==> src/rtl/core/tdrm_pkg.sv <==
// ----------------------------------------------------------------------------
// tdrm_pkg
// Shared types, constants and state encodings of the triangle depth rasterizer.
// ----------------------------------------------------------------------------
`default_nettype none

package tdrm_pkg;

	localparam int GRID_SIZE  = 128;
	localparam int COORD_W    = $clog2(GRID_SIZE);
	localparam int ADDR_W     = 2 * COORD_W;
	localparam int DEPTH_BITS = 16;
	localparam int AREA_W     = 2 * COORD_W + 1;
	localparam int SUM_W      = AREA_W + 2;
	localparam int ACC_W      = AREA_W + DEPTH_BITS + 2;
	localparam int DEC_W      = COORD_W + 4;
	localparam int QSTEP_W    = $clog2(DEPTH_BITS);

	typedef logic [COORD_W-1:0]    coord_t;
	typedef logic [DEPTH_BITS-1:0] depth_t;
	typedef logic [ADDR_W-1:0]     addr_t;

	localparam coord_t COORD_MAX = COORD_W'(GRID_SIZE - 1);

	localparam logic KIND_DRAW = 1'b0;
	localparam logic KIND_READ = 1'b1;

	typedef struct packed {
		logic           is_read;
		coord_t [2:0]   vr;
		coord_t [2:0]   vc;
		depth_t [2:0]   vd;
		coord_t         rlo;
		coord_t         rhi;
		coord_t         clo;
		coord_t         chi;
		coord_t         rd_row;
		coord_t         rd_col;
	} item_t;

	typedef enum logic [1:0] {
		IP_IDLE,
		IP_MAC,
		IP_RND,
		IP_DIV
	} ip_state_t;

	typedef enum logic [3:0] {
		BK_MAPCLR,
		BK_IDLE,
		BK_RDDATA,
		BK_CLR,
		BK_SEED,
		BK_EDGE_SET,
		BK_EDGE_RUN,
		BK_EDGE_WAIT,
		BK_SCAN_ADDR,
		BK_SCAN_DATA,
		BK_FILL_ADDR,
		BK_FILL_DATA,
		BK_FILL_WAIT,
		BK_MRG_ADDR,
		BK_MRG_DATA
	} bk_state_t;

endpackage

`default_nettype wire

==> src/rtl/core/tdrm_fifo.sv <==
// ----------------------------------------------------------------------------
// tdrm_fifo
// Two-entry request queue between the front and the back.
// ----------------------------------------------------------------------------
`default_nettype none

module tdrm_fifo import tdrm_pkg::*; (
	input  wire logic  clk,
	input  wire logic  arst_n,
	input  wire logic  push,
	input  wire item_t push_item,
	output logic       full,
	input  wire logic  pop,
	output item_t      head,
	output logic       empty
);

	item_t      entry_q [2];
	logic       wr_q;
	logic       rd_q;
	logic [1:0] count_q;

	assign full  = (count_q == 2'd2);
	assign empty = (count_q == 2'd0);
	assign head  = entry_q[rd_q];

	always_ff @(posedge clk or negedge arst_n) begin
		if (!arst_n) begin
			wr_q    <= 1'b0;
			rd_q    <= 1'b0;
			count_q <= 2'd0;
		end else begin
			if (push) wr_q <= !wr_q;
			if (pop) rd_q <= !rd_q;
			if (push && !pop) count_q <= count_q + 2'd1;
			else if (pop && !push) count_q <= count_q - 2'd1;
		end
	end

	always_ff @(posedge clk) begin
		if (push) entry_q[wr_q] <= push_item;
	end

endmodule

`default_nettype wire

==> config.mk <==
export PLATFORM = sky130hd
export DESIGN_NAME = tdrm_fifo
export DESIGN_NICKNAME = d
export VERILOG_FILES = /design/src/rtl/core/tdrm_pkg.sv /design/src/rtl/core/tdrm_fifo.sv
export SDC_FILE = /design/constraint.sdc
export NUM_CORES = 1
export LEC_CHECK = 0
export ABC_AREA = 1
export BUFFER_PORTS_ARGS = -buffer_cell sky130_fd_sc_hd__buf_2
export CAP_MARGIN = 10
export CORE_MARGIN = 2
export CORE_UTILIZATION = 55
export CTS_CLUSTER_DIAMETER = 50
export CTS_CLUSTER_SIZE = 30
export DETAILED_ROUTE_END_ITERATION = 6
export GPL_TIMING_DRIVEN = 0
export PLACE_DENSITY = 0.91
export SLEW_MARGIN = 15
export SYNTH_ARGS = -nofsm -noshare
export SYNTH_HDL_FRONTEND = slang
export SYNTH_SLANG_ARGS = --single-unit
export TNS_END_PERCENT = 50
==> constraint.sdc <==
create_clock -name clk -period 9.53 [get_ports clk]
set_input_delay 1.906 -clock clk [delete_from_list [all_inputs] [get_ports clk]]
set_output_delay 1.906 -clock clk [all_outputs]
set_load 0.01 [all_outputs]
==> metrics <==
Distinct cells, synth=14; wirelength, routed=19.0 mm; Slew headroom=0.567; first-pass GRT wire length=around 29 mm; Die W=139 um; starting density of the core=0.559; Remaining DRCs=0; CTS tree=built; DIE AREA=19,400 um^2; Hold WC Path Type=reg2reg; outcome=complete, no violations; Peak Freq=265 MHz; DP HPWL=between 10 and 15 mm; postcts setup bufs=0; largest net degree at the start of global routing=68; root buffer cell=clkbuf_16; IO Pins=roughly 270; RSZ-0062 raised after global routing=no; routed len/inst=between 15 and 20 um; startpoint type of the worst setup path=register; yosys warns=0; post-synthesis sequential area ratio=0.805; post-cts sizing count=0; ranking of synthesized cells by area=edfxtp_1 (80%), mux2_4 (9.0%), mux2_2 (8.2%), dfrtp_1 (1.0%), buf_6 (0.90%); Post-layout nets=880; vias in the first global route=5,385; clk_skew=0.0102 ns; total CTS buffers=24; H-tree levels=1; Mapped Area=10,000 um^2; Yosys reg bits=270; Worst Tran Pin Value=0.648 ns; MaxCap Viol Count=0; drt first pass iters=6; GP Congestion=0.744; max-slew violations=0; Pwr Density=300 nW/um^2; vias per cell=5.17; FF-to-FF setup slack=7.60 ns; crit path time final=approximately 3.8 ns; hold-fix buffers at CTS=0; remaining antenna violation count=0; CP arrival=1.87 ns; Pleak=5.03 nW; Max Root-Sink Buffers=3; Bufs and invs on worst path=4; antenna violations before repair=6; core area=18,000 um^2; Post-synth EDFFs=266; area grow syn2layout=26.7%; Power Total=3.82 mW; most used cell, CP=buf_6; Cell Rows=49; gr usage total=0.193; final core occ=0.708; slowest CP cell=dfrtp_1; period utilisation layout=0.397; CTS clock-pin slew for the worst setup and hold paths=0.07 ns; layout cells sized above 1=0.620; Synth Flop Type=edfxtp_1; vias post-DR=5,131; synth cell count leaders=edfxtp_1 (266), mux2_2 (73), mux2_4 (60), buf_6 (8); Congestion Overflow GR=0; Fin. Hold Viols=0; clk_lat worst skew=0.51 ns; Die Ht=between 100 and 150 um; top-area cell type share of the netlist area=0.795; crit-path max FO=10; Initial DRC Count=between 200 and 300; Synth Net Count=577; Setup crit end kind=output port; Critical Path, Cell by Cell=buf_6 -> buf_6 -> buf_6 -> mux2_4 -> buf_2; Post-Syn Area per Cell=between 20 and 25 um^2; worst path required time=7.62 ns; final number of setup-violating endpoints=0; ys async rst share=0.0148; Max VDD drop=0.240 mV; CTS Sinks=270; most frequent cell after synthesis=edfxtp_1; Yosys top cell by area=edfxtp_1; CP delay by family, top=buffers and inverters; Worst Setup Path Type=reg2out; IO buf count=roughly 270; Cells after Synth=439; Worst path max stage delay=0.34 ns
## path summary, 6_finish.rpt
kind / from / to / cells after the start
hold reg to reg: count_q[1] / count_q[1] / 2
max in group asynchronous: arst_n / count_q[1] / 1
min in group asynchronous: arst_n / rd_q / 1
hold / removal: count_q[1] / count_q[1] / 2
setup reg to reg: wr_q / entry_q[0][105] / 4
setup / recovery: rd_q / head[108] / 5
## cell families (layout without fill, tap and decap cells)
kind of cell	after synthesis	count (layout)	synth area share
flip-flops	270	270	0.805
multiplexers	133	133	0.172
buffers and inverters	22	343	0.0151
AND/OR/NAND/NOR	10	10	0.00411
XOR/XNOR	3	3	0.00262
adder cells (fa/ha/maj)	1	1	0.00125
other	0	4	0
## metal layers
| layer | wire, um | up-vias | share of wire | global-route usage |
|---|---|---|---|---|
| li1 | - | 2355 | - | - |
| met1 | 7120 | 2515 | 0.37 | 0.228 |
| met2 | 10000 | 218 | 0.53 | 0.349 |
| met3 | 1380 | 39 | 0.072 | 0.0521 |
| met4 | 444 | 4 | 0.023 | 0.0505 |
| met5 | 30 | - | 0.0016 | 0 |
## final cells by class
class / count / area, um^2
sequential: 270 / 8090
multi-input combinational: 147 / 1810
antenna: 4 / 10.0
timing repair buffer: 277 / 1500
clock inverter: 19 / 246
tap: 229 / 287
clock buffer: 25 / 626
inverter: 7 / 33.8
fill: 1127 / 5240
buffer: 15 / 125
## cell usage in the layout (no fill, tap or decap), types with 2 or more instances in the layout
cell,netlist,final
diode_2,0,4
edfxtp_1,266,266
mux2_4,60,60
clkbuf_16,0,25
nand2_1,5,5
mux2_2,73,73
inv_8,0,5
clkinv_8,0,6
clkinv_2,0,2
buf_6,8,8
buf_2,7,278
nor2_1,3,2
xor2_1,2,2
inv_6,0,4
dfrtp_1,4,4
buf_16,0,3
buf_12,0,3
inv_1,7,6
## tightest hold or removal path, stage by stage (launching register included)
cell     delay (ns)
dfrtp_1        0.38
nand2_1        0.06
nand2_1        0.06
## metrics by stage
step	hold WS, ns	worst slack [ns]	TNS, ns	cell area (um^2)	std cells
after floorplan	0.463	1.39	0	10000	439
after global placement	0.476	-1.67	-221.32	11700	939
after detailed placement	0.531	5.88	0	11800	945
after CTS	0.552	5.69	0	12700	989
after global routing	0.588	5.65	0	12700	993
final	0.541	5.75	0	12700	993
## flip-flops by register name (all words and copies together), names as in the netlist
name / cells
count_q: 2
wr_q: 1
entry_q: 266
rd_q: 1
## where the power goes
| part | total [mW] | leakage, nW | internal, mW | switching [mW] |
|---|---|---|---|---|
| registers | 1.63 | 2.54 | 1.57 | 0.0588 |
| logic | 1.18 | 2.06 | 0.580 | 0.596 |
| clock network | 1.02 | 0.428 | 0.543 | 0.474 |
| total | 3.82 | 5.03 | 2.69 | 1.13 |
Power figures use the tool's default switching activity.
