`config.mk`:
```
export PLATFORM = sky130hd
export DESIGN_NAME = tdrm_front
export DESIGN_NICKNAME = d
export VERILOG_FILES = /design/src/rtl/core/tdrm_pkg.sv /design/src/rtl/core/tdrm_front.sv
export SDC_FILE = /design/constraint.sdc
export NUM_CORES = 1
export LEC_CHECK = 0
export BUFFER_PORTS_ARGS = -buffer_cell sky130_fd_sc_hd__clkbuf_2
export CAP_MARGIN = 20
export CORE_AREA = 2 2 130 100
export DETAILED_ROUTE_END_ITERATION = 10
export DIE_AREA = 0 0 132 102
export PLACE_DENSITY = 0.64
export SYNTH_ARGS = -nofsm -noshare
export SYNTH_HDL_FRONTEND = slang
export SYNTH_SLANG_ARGS = --single-unit
```
`constraint.sdc`:
```
create_clock -name vclk -period 28
set_input_delay 8.4 -clock vclk [all_inputs]
set_output_delay 8.4 -clock vclk [all_outputs]
set_load 0.05 [all_outputs]
```
`src/rtl/core/tdrm_pkg.sv`:
```
// ----------------------------------------------------------------------------
// tdrm_pkg
// Shared types, constants and state encodings of the triangle depth rasterizer.
// ----------------------------------------------------------------------------
`default_nettype none

package tdrm_pkg;

	localparam int GRID_SIZE  = 128;
	localparam int COORD_W    = $clog2(GRID_SIZE);
	localparam int ADDR_W     = 2 * COORD_W;
	localparam int DEPTH_BITS = 16;
	localparam int AREA_W     = 2 * COORD_W + 1;
	localparam int SUM_W      = AREA_W + 2;
	localparam int ACC_W      = AREA_W + DEPTH_BITS + 2;
	localparam int DEC_W      = COORD_W + 4;
	localparam int QSTEP_W    = $clog2(DEPTH_BITS);

	typedef logic [COORD_W-1:0]    coord_t;
	typedef logic [DEPTH_BITS-1:0] depth_t;
	typedef logic [ADDR_W-1:0]     addr_t;

	localparam coord_t COORD_MAX = COORD_W'(GRID_SIZE - 1);

	localparam logic KIND_DRAW = 1'b0;
	localparam logic KIND_READ = 1'b1;

	typedef struct packed {
		logic           is_read;
		coord_t [2:0]   vr;
		coord_t [2:0]   vc;
		depth_t [2:0]   vd;
		coord_t         rlo;
		coord_t         rhi;
		coord_t         clo;
		coord_t         chi;
		coord_t         rd_row;
		coord_t         rd_col;
	} item_t;

	typedef enum logic [1:0] {
		IP_IDLE,
		IP_MAC,
		IP_RND,
		IP_DIV
	} ip_state_t;

	typedef enum logic [3:0] {
		BK_MAPCLR,
		BK_IDLE,
		BK_RDDATA,
		BK_CLR,
		BK_SEED,
		BK_EDGE_SET,
		BK_EDGE_RUN,
		BK_EDGE_WAIT,
		BK_SCAN_ADDR,
		BK_SCAN_DATA,
		BK_FILL_ADDR,
		BK_FILL_DATA,
		BK_FILL_WAIT,
		BK_MRG_ADDR,
		BK_MRG_DATA
	} bk_state_t;

endpackage

`default_nettype wire

```
`src/rtl/core/tdrm_front.sv`:
```
// ----------------------------------------------------------------------------
// tdrm_front
// Accepts requests, classifies them and computes the grown, clipped box.
// ----------------------------------------------------------------------------
`default_nettype none

module tdrm_front import tdrm_pkg::*; (
	input  wire logic   in_valid,
	output logic        in_ready,
	input  wire logic   kind,
	input  wire coord_t vert0_row,
	input  wire coord_t vert0_col,
	input  wire depth_t vert0_depth,
	input  wire coord_t vert1_row,
	input  wire coord_t vert1_col,
	input  wire depth_t vert1_depth,
	input  wire coord_t vert2_row,
	input  wire coord_t vert2_col,
	input  wire depth_t vert2_depth,
	input  wire coord_t read_row,
	input  wire coord_t read_col,
	input  wire logic   full,
	output logic        push,
	output item_t       push_item
);

	function automatic coord_t min3(input coord_t a, input coord_t b, input coord_t c);
		coord_t m;
		m = (b < a) ? b : a;
		min3 = (c < m) ? c : m;
	endfunction

	function automatic coord_t max3(input coord_t a, input coord_t b, input coord_t c);
		coord_t m;
		m = (b > a) ? b : a;
		max3 = (c > m) ? c : m;
	endfunction

	coord_t top, bottom, left, right;

	assign top    = min3(vert0_row, vert1_row, vert2_row);
	assign bottom = max3(vert0_row, vert1_row, vert2_row);
	assign left   = min3(vert0_col, vert1_col, vert2_col);
	assign right  = max3(vert0_col, vert1_col, vert2_col);

	assign in_ready = !full;
	assign push     = in_valid && !full;

	always_comb begin
		push_item.is_read = (kind == KIND_READ);
		push_item.vr      = {vert2_row, vert1_row, vert0_row};
		push_item.vc      = {vert2_col, vert1_col, vert0_col};
		push_item.vd      = {vert2_depth, vert1_depth, vert0_depth};
		push_item.rlo     = (top == '0) ? '0 : top - 1'b1;
		push_item.rhi     = (bottom == COORD_MAX) ? COORD_MAX : bottom + 1'b1;
		push_item.clo     = (left == '0) ? '0 : left - 1'b1;
		push_item.chi     = (right == COORD_MAX) ? COORD_MAX : right + 1'b1;
		push_item.rd_row  = read_row;
		push_item.rd_col  = read_col;
	end

endmodule

`default_nettype wire

```
==> results of run 1 <==
==> cell usage in the layout (no fill, tap or decap), drive strengths merged, types with 4 or more instances in the layout <==
cell type,synthesis,routed
o211ai,9,9
or3,8,8
mux2i,11,11
xnor2,12,12
or2,4,4
nand2,18,18
nor3,12,12
nor2b,4,4
ha,44,44
a211oi,13,13
o31ai,6,6
nand3,23,23
and3,4,4
nand4,8,8
o21ai,25,25
inv,32,32
a21oi,56,56
nor2,34,34
a211o,8,8
nand3b,4,4
o21bai,5,5
a21o,9,9
o41ai,6,6
clkbuf,1,116
==> worst max-delay path by stage <==
stage	slack (ns)	end	cells past startpoint
floorplan	6.53	push_item[25]	20
global placement	6.56	push_item[39]	21
detailed placement	6.43	push_item[39]	21
CTS	6.41	push_item[39]	21
global route	5.88	push_item[39]	21
finish	6.31	push_item[39]	21
==> power groups by stage <==
stage                     clock network, W  logic, W  registers, W
final                                    0  0.000174             0
after global routing                     0  0.000187             0
after CTS                                0  0.000173             0
after detailed placement                 0  0.000173             0
after global placement                   0  0.000173             0
after floorplan                          0  0.000163             0
==> logic make-up (layout without fill, tap and decap cells) <==
kind of cell | after synthesis | after routing | share of synthesized area
AO/OA/AOI/OAI | 156 | 156 | 0.306
multiplexers | 14 | 14 | 0.0403
XOR/XNOR | 15 | 15 | 0.0368
buffers and inverters | 141 | 148 | 0.260
AND/OR/NAND/NOR | 133 | 133 | 0.194
adder cells (fa/ha/maj) | 47 | 47 | 0.162
==> metrics by stage <==
stage / power [W] / hold WS [ns]
after global placement: 0.000173 / 16.80
after detailed placement: 0.000173 / 16.80
after floorplan: 0.000163 / 16.97
after CTS: 0.000173 / 16.80
final: 0.000174 / 16.80
after global routing: 0.000187 / 16.80
==> layout make-up <==
cell class                      instances  share of cell area
Inverter                               32              0.0338
Timing Repair Buffer                  116               0.163
Multi-Input combinational cell        365               0.744
Tap cell                              166              0.0585
==> worst max-delay path, stage by stage <==
cell and delay [ns]:
sky130_fd_sc_hd__clkbuf_2 0.12, sky130_fd_sc_hd__inv_1 0.07, sky130_fd_sc_hd__ha_1 0.34, sky130_fd_sc_hd__a211oi_2 0.32
sky130_fd_sc_hd__o21bai_2 0.19, sky130_fd_sc_hd__nor2_4 0.36, sky130_fd_sc_hd__mux2i_1 0.36, sky130_fd_sc_hd__ha_1 0.31
sky130_fd_sc_hd__a21o_1 0.16, sky130_fd_sc_hd__a21oi_1 0.15, sky130_fd_sc_hd__nor2b_1 0.08, sky130_fd_sc_hd__a211o_1 0.33
sky130_fd_sc_hd__nor2_1 0.57, sky130_fd_sc_hd__nor2_1 0.15, sky130_fd_sc_hd__a21oi_1 0.21, sky130_fd_sc_hd__ha_1 0.22
sky130_fd_sc_hd__inv_1 0.11, sky130_fd_sc_hd__a211oi_1 0.19, sky130_fd_sc_hd__a31oi_1 0.07, sky130_fd_sc_hd__a211oi_1 0.26
sky130_fd_sc_hd__clkbuf_2 0.32
==> metal layers <==
layer	up-vias	track usage	wire, µm
li1	1792	-	-
met1	1680	0.229	5260
met2	155	0.202	4070
met3	36	0.0188	1060
met4	0	0.0309	157
met5	-	0	0
==> results.rst, run 1 <==
.. list-table::
   :header-rows: 1

   * - Metric
     - Value
   * - Outcome
     - finished, final reports clean
   * - Portion of total power attributed to combinational logic
     - 1.000
   * - Final Hold Viols
     - 0
   * - Initial antenna violation count
     - 0
   * - Via count of the first global-routing pass
     - 3,165
   * - Row Count
     - 35
   * - Setup_tns
     - 0 ns
   * - Library cell occupying the most area in the post-synthesis netlist
     - sky130_fd_sc_hd__buf_4
   * - Horiz. Die Dim
     - 132 µm
   * - DRC violation total after the first TritonRoute iteration
     - 226
   * - Data required time of the worst path
     - 19.60 ns
   * - Gate count of the mapped netlist
     - 506
   * - Largest net degree at the start of global routing
     - 19
   * - Share of layout cells above drive strength 1
     - 0.287
   * - Post-CTS setup buffer count
     - 0
   * - Leading cell types by total area after synthesis
     - sky130_fd_sc_hd__buf_4 22%, sky130_fd_sc_hd__ha_1 15%, sky130_fd_sc_hd__a21oi_1 7.3%, sky130_fd_sc_hd__nor2_1 3.5%, sky130_fd_sc_hd__inv_1 3.3%
   * - Sink of the worst hold path
     - push_item[1]
   * - Switching share of power
     - 0.728
   * - Sequential cell area
     - 0 µm²
   * - Clock buffer count
     - 0
   * - Final sequential cell count
     - 0
   * - Most common cell in the synthesized netlist
     - sky130_fd_sc_hd__buf_4
   * - Final setup violation count
     - 0
   * - Source of the worst hold timing path
     - read_col[1]
   * - GRT Total Usage
     - 0.144
   * - Placed standard-cell area
     - 3550 µm²
   * - Total instance count after detailed placement
     - 679
   * - Total number of yosys warnings
     - 0
   * - Total Die Area
     - 13,500 µm²
   * - Sequential element share of the synthesized area
     - 0
   * - # nets final
     - 666
   * - Core box area
     - 12,100 µm²
   * - Antenna-violating nets left
     - 0
   * - Final cycle utilization of the critical path
     - 0.775
   * - Routability congestion estimate from global placement
     - 0.995
   * - Post-layout min period
     - 21.69 ns
   * - Combined area of all synthesized cells
     - 3570 µm²
   * - Count of cells along the worst hold path
     - 0
   * - Kind of end point of the critical path
     - output port
   * - Multi-input gate area in the final layout
     - 2640 µm²
   * - Congestion Overflow GR
     - 0
   * - Router iterations before antenna repair
     - 5
   * - Sequential share of power
     - 0
   * - Die height
     - 102 µm
   * - Starting Density
     - 0.295
   * - Count of buffers inserted at the top-level ports
     - 116
   * - Category of the worst setup path launch point
     - input port
   * - Crit Path Max Fanout
     - 18
   * - Max-cap violations
     - 0
   * - RSZ-0062 raised after global routing
     - no
   * - Origin of the worst setup path
     - vert0_row[4]
   * - Class of the tightest hold or removal check
     - in -> out
   * - Count of non-filler cells in the finished layout
     - 679
   * - FMAX
     - 46.1 MHz
   * - Core occupancy in the finished layout
     - 0.293
   * - Worst-margin pin slew
     - 0.891 ns
   * - Power share of the clock group
     - 0
   * - Static Leakage
     - 1.69 nW
   * - Boundary Pins
     - 242
   * - Final routed wire length divided by cell count
     - 15.5 µm
   * - Headroom to the max-slew limit
     - 0.402
   * - Final worst slack
     - 6.31 ns
   * - Count of pins over their slew limit
     - 0
   * - Area share of the leading cell type in the synthesized netlist
     - 0.223
   * - DPL Wire Length
     - 8.86 mm
   * - Worst endpoint data arrival time
     - 13.29 ns
   * - Unique cell type count in the Yosys netlist
     - 64
   * - Number of gates resized after CTS
     - 0
   * - Syn Nets
     - 657
   * - Wire length of the first global-routing pass
     - 16.3 mm
   * - Design internal power
     - 0.0000475 W
   * - Cts hold-fix bufs
     - 0
   * - Synthesized area per cell
     - 7.06 µm²
   * - Worst Setup Path Type
     - in -> out
   * - Remaining routing DRC violations
     - 0
   * - Routed via count
     - 3,663
   * - Area of all placed cells without fillers
     - 3550 µm²
   * - Area growth syn-to-layout
     - -0.595%
   * - Worst slack at placement
     - 6.43 ns
   * - Worst vdd rail ir drop
     - 0.0000395 V
   * - Net switching power
     - 0.000127 W
   * - Ant diodes
     - 0
   * - Total Wirelength
     - 10.6 mm
   * - Fill cells
     - 1,340
   * - Leading post-synthesis cells by instance count
     - 106 x sky130_fd_sc_hd__buf_4, 52 x sky130_fd_sc_hd__a21oi_1, 44 x sky130_fd_sc_hd__ha_1, 33 x sky130_fd_sc_hd__nor2_1, 31 x sky130_fd_sc_hd__inv_1
   * - Total power per unit cell area
     - 49.1 nW/µm²
   * - Ratio of routed vias to standard cells
     - 5.39
No activity file was read; power rests on OpenSTA's default activity.
==> run 2, diff against run 1 <==
--- a/config.mk
+++ b/config.mk
@@ -10,7 +10,7 @@
 export CORE_AREA = 2 2 130 100
 export DETAILED_ROUTE_END_ITERATION = 10
 export DIE_AREA = 0 0 132 102
-export PLACE_DENSITY = 0.64
+export PLACE_DENSITY = 0.66
 export SYNTH_ARGS = -nofsm -noshare
 export SYNTH_HDL_FRONTEND = slang
 export SYNTH_SLANG_ARGS = --single-unit
==> constraint.sdc (replaced) <==
create_clock -name vclk -period 18.1
set_input_delay 5.43 -clock vclk [all_inputs]
set_output_delay 5.43 -clock vclk [all_outputs]
set_load 0.05 [all_outputs]
==> run 2 against run 1 <==
Final cell count did not move. Critical endpoint is now push_item[25]. Design area did not move. Via count fell by 1.6%. Sequential cell count did not move.
==> results.rst, run 2 (synthesis results as in run 1) <==
.. list-table::
   :header-rows: 1

   * - Metric
     - Value
   * - Headroom to the max-slew limit
     - 0.421 (+0.0188)
   * - Router iterations before antenna repair
     - 5 (unchanged)
   * - DRC violation total after the first TritonRoute iteration
     - 271 (+20%)
   * - Horiz. Die Dim
     - 132 µm (unchanged)
   * - Sequential cell area
     - 0 µm² (unchanged)
   * - Remaining routing DRC violations
     - 0 (unchanged)
   * - Row Count
     - 35 (unchanged)
   * - Wire length of the first global-routing pass
     - 15.7 mm (-4.1%)
   * - Cts hold-fix bufs
     - 0 (unchanged)
   * - Worst Setup Path Type
     - in -> out
   * - Core box area
     - 12,100 µm² (unchanged)
   * - Ratio of routed vias to standard cells
     - 5.31 (-1.6%)
   * - Setup_tns
     - 0 ns (unchanged)
   * - GRT Total Usage
     - 0.140 (-0.00437)
   * - Total Die Area
     - 13,500 µm² (unchanged)
   * - Congestion Overflow GR
     - 0 (unchanged)
   * - Final sequential cell count
     - 0 (unchanged)
   * - Power share of the clock group
     - 0 (unchanged)
   * - # nets final
     - 666 (unchanged)
   * - Placed standard-cell area
     - 3550 µm² (unchanged)
   * - Count of pins over their slew limit
     - 0 (unchanged)
   * - Portion of total power attributed to combinational logic
     - 1.000 (about the same)
   * - Max-cap violations
     - 0 (unchanged)
   * - Most frequent cells in the layout
     - 116 x sky130_fd_sc_hd__clkbuf_2, 52 x sky130_fd_sc_hd__a21oi_1, 44 x sky130_fd_sc_hd__ha_1
   * - Largest net degree at the start of global routing
     - 19 (unchanged)
   * - Most common cell after layout, fill and taps aside
     - sky130_fd_sc_hd__clkbuf_2
   * - Die height
     - 102 µm (unchanged)
   * - Switching share of power
     - 0.728 (about the same)
   * - Total Power
     - 0.000270 W (+55%)
   * - RSZ-0062 raised after global routing
     - no
   * - Worst endpoint data arrival time
     - 10.22 ns (-3.07 ns)
   * - Final Hold Viols
     - 0 (unchanged)
   * - Number of gates resized after CTS
     - 0 (unchanged)
   * - Outcome
     - finished, final reports clean
   * - Total power per unit cell area
     - 76.1 nW/µm² (+55%)
   * - Area of all placed cells without fillers
     - 3550 µm² (unchanged)
   * - Initial antenna violation count
     - 0 (unchanged)
   * - Final setup violation count
     - 0 (unchanged)
   * - Routability congestion estimate from global placement
     - 0.981 (-1.4%)
   * - Data required time of the worst path
     - 12.67 ns (-6.93 ns)
   * - Sequential share of power
     - 0 (unchanged)
   * - Area growth syn-to-layout
     - -0.595% (unchanged)
   * - Worst-margin pin slew
     - 0.857 ns (-0.0340 ns)
   * - Via count of the first global-routing pass
     - 2,946 (-6.9%)
   * - Post-layout min period
     - 15.65 ns
   * - Final cycle utilization of the critical path
     - 0.865
   * - Final routed wire length divided by cell count
     - 15.2 µm (-2.2%)
   * - FMAX
     - 63.9 MHz
   * - Total Wirelength
     - 10.3 mm (-2.2%)
   * - Net switching power
     - 0.000197 W (+55%)
   * - Class of the tightest hold or removal check
     - in -> out
   * - Kind of end point of the critical path
     - output port
   * - Post-CTS setup buffer count
     - 0 (unchanged)
   * - Clock buffer count
     - 0 (unchanged)
   * - Ant diodes
     - 0 (unchanged)
   * - DPL Wire Length
     - 8.79 mm (-0.79%)
   * - Category of the worst setup path launch point
     - input port
   * - Routed via count
     - 3,605 (-1.6%)
   * - Design internal power
     - 0.0000735 W (+55%)
   * - Crit Path Max Fanout
     - 8 (-10)
   * - Worst vdd rail ir drop
     - 0.0000993 V (+150%)
   * - Boundary Pins
     - 242 (unchanged)
   * - Antenna-violating nets left
     - 0 (unchanged)
   * - Share of layout cells above drive strength 1
     - 0.287 (unchanged)
   * - Static Leakage
     - 1.69 nW (unchanged)
   * - Count of buffers inserted at the top-level ports
     - 116 (unchanged)
   * - Starting Density
     - 0.295 (unchanged)
==> run 2: cell counts in the layout (fill, tap and decap cells not counted) <==
Identical to the previous run, type by type.
==> run 2: final cells by class <==
type               count  area [µm²]
fillers             1352        8580
multi-input cells    365        2640
repair buffers       116         581
well taps            166         208
inverters             32         120
==> run 2: power by group through the flow <==
stage               Combinational (W)  Sequential [W]  Clock [W]
floorplan                    0.000251               0          0
global placement             0.000268               0          0
detailed placement           0.000268               0          0
CTS                          0.000269               0          0
global route                 0.000290               0          0
finish                       0.000270               0          0
==> run 2: stage by stage <==
step / utilization / setup slack (ns) / hold slack [ns] / cells
5_1_grt: 0.293 / 1.95 / 10.86 / 679
2_1_floorplan: - / 2.57 / 11.03 / 506
3_5_place_dp: 0.293 / 2.55 / 10.86 / 679
6_report: 0.293 / 2.45 / 10.86 / 679
4_1_cts: 0.293 / 2.54 / 10.86 / 679
3_3_place_gp: 0.293 / 2.62 / 10.86 / 679
==> run 2: critical path, stage by stage <==
cell,delay [ns]
sky130_fd_sc_hd__clkbuf_2,0.13
sky130_fd_sc_hd__inv_1,0.05
sky130_fd_sc_hd__ha_1,0.32
sky130_fd_sc_hd__nand4_1,0.22
sky130_fd_sc_hd__a21oi_2,0.38
sky130_fd_sc_hd__nor2_1,0.19
sky130_fd_sc_hd__o21ai_0,0.41
sky130_fd_sc_hd__inv_1,0.09
sky130_fd_sc_hd__ha_1,0.19
sky130_fd_sc_hd__a21o_1,0.17
sky130_fd_sc_hd__a21o_1,0.16
sky130_fd_sc_hd__a21o_1,0.18
sky130_fd_sc_hd__a21oi_1,0.33
sky130_fd_sc_hd__nand2_1,0.26
sky130_fd_sc_hd__o21ai_0,0.33
sky130_fd_sc_hd__ha_1,0.23
sky130_fd_sc_hd__inv_1,0.09
sky130_fd_sc_hd__or3_1,0.33
sky130_fd_sc_hd__xnor2_1,0.14
sky130_fd_sc_hd__nor2_1,0.05
sky130_fd_sc_hd__a211oi_1,0.22
sky130_fd_sc_hd__clkbuf_2,0.32
==> run 2: layer usage <==
metal / vias up / track usage / share of wire
li1: 1786 / - / -
met1: 1637 / 0.235 / 0.51
met2: 158 / 0.183 / 0.39
met3: 24 / 0.0193 / 0.096
met4: 0 / 0.0201 / 0.011
met5: - / 0 / 0
==> run 2: path summary, 6_finish.rpt <==
path	from	end	slack, ns	cells after the start
worst max-delay path	vert0_col[4]	push_item[25]	2.45	22
worst min-delay path	kind	push_item[132]	10.86	0
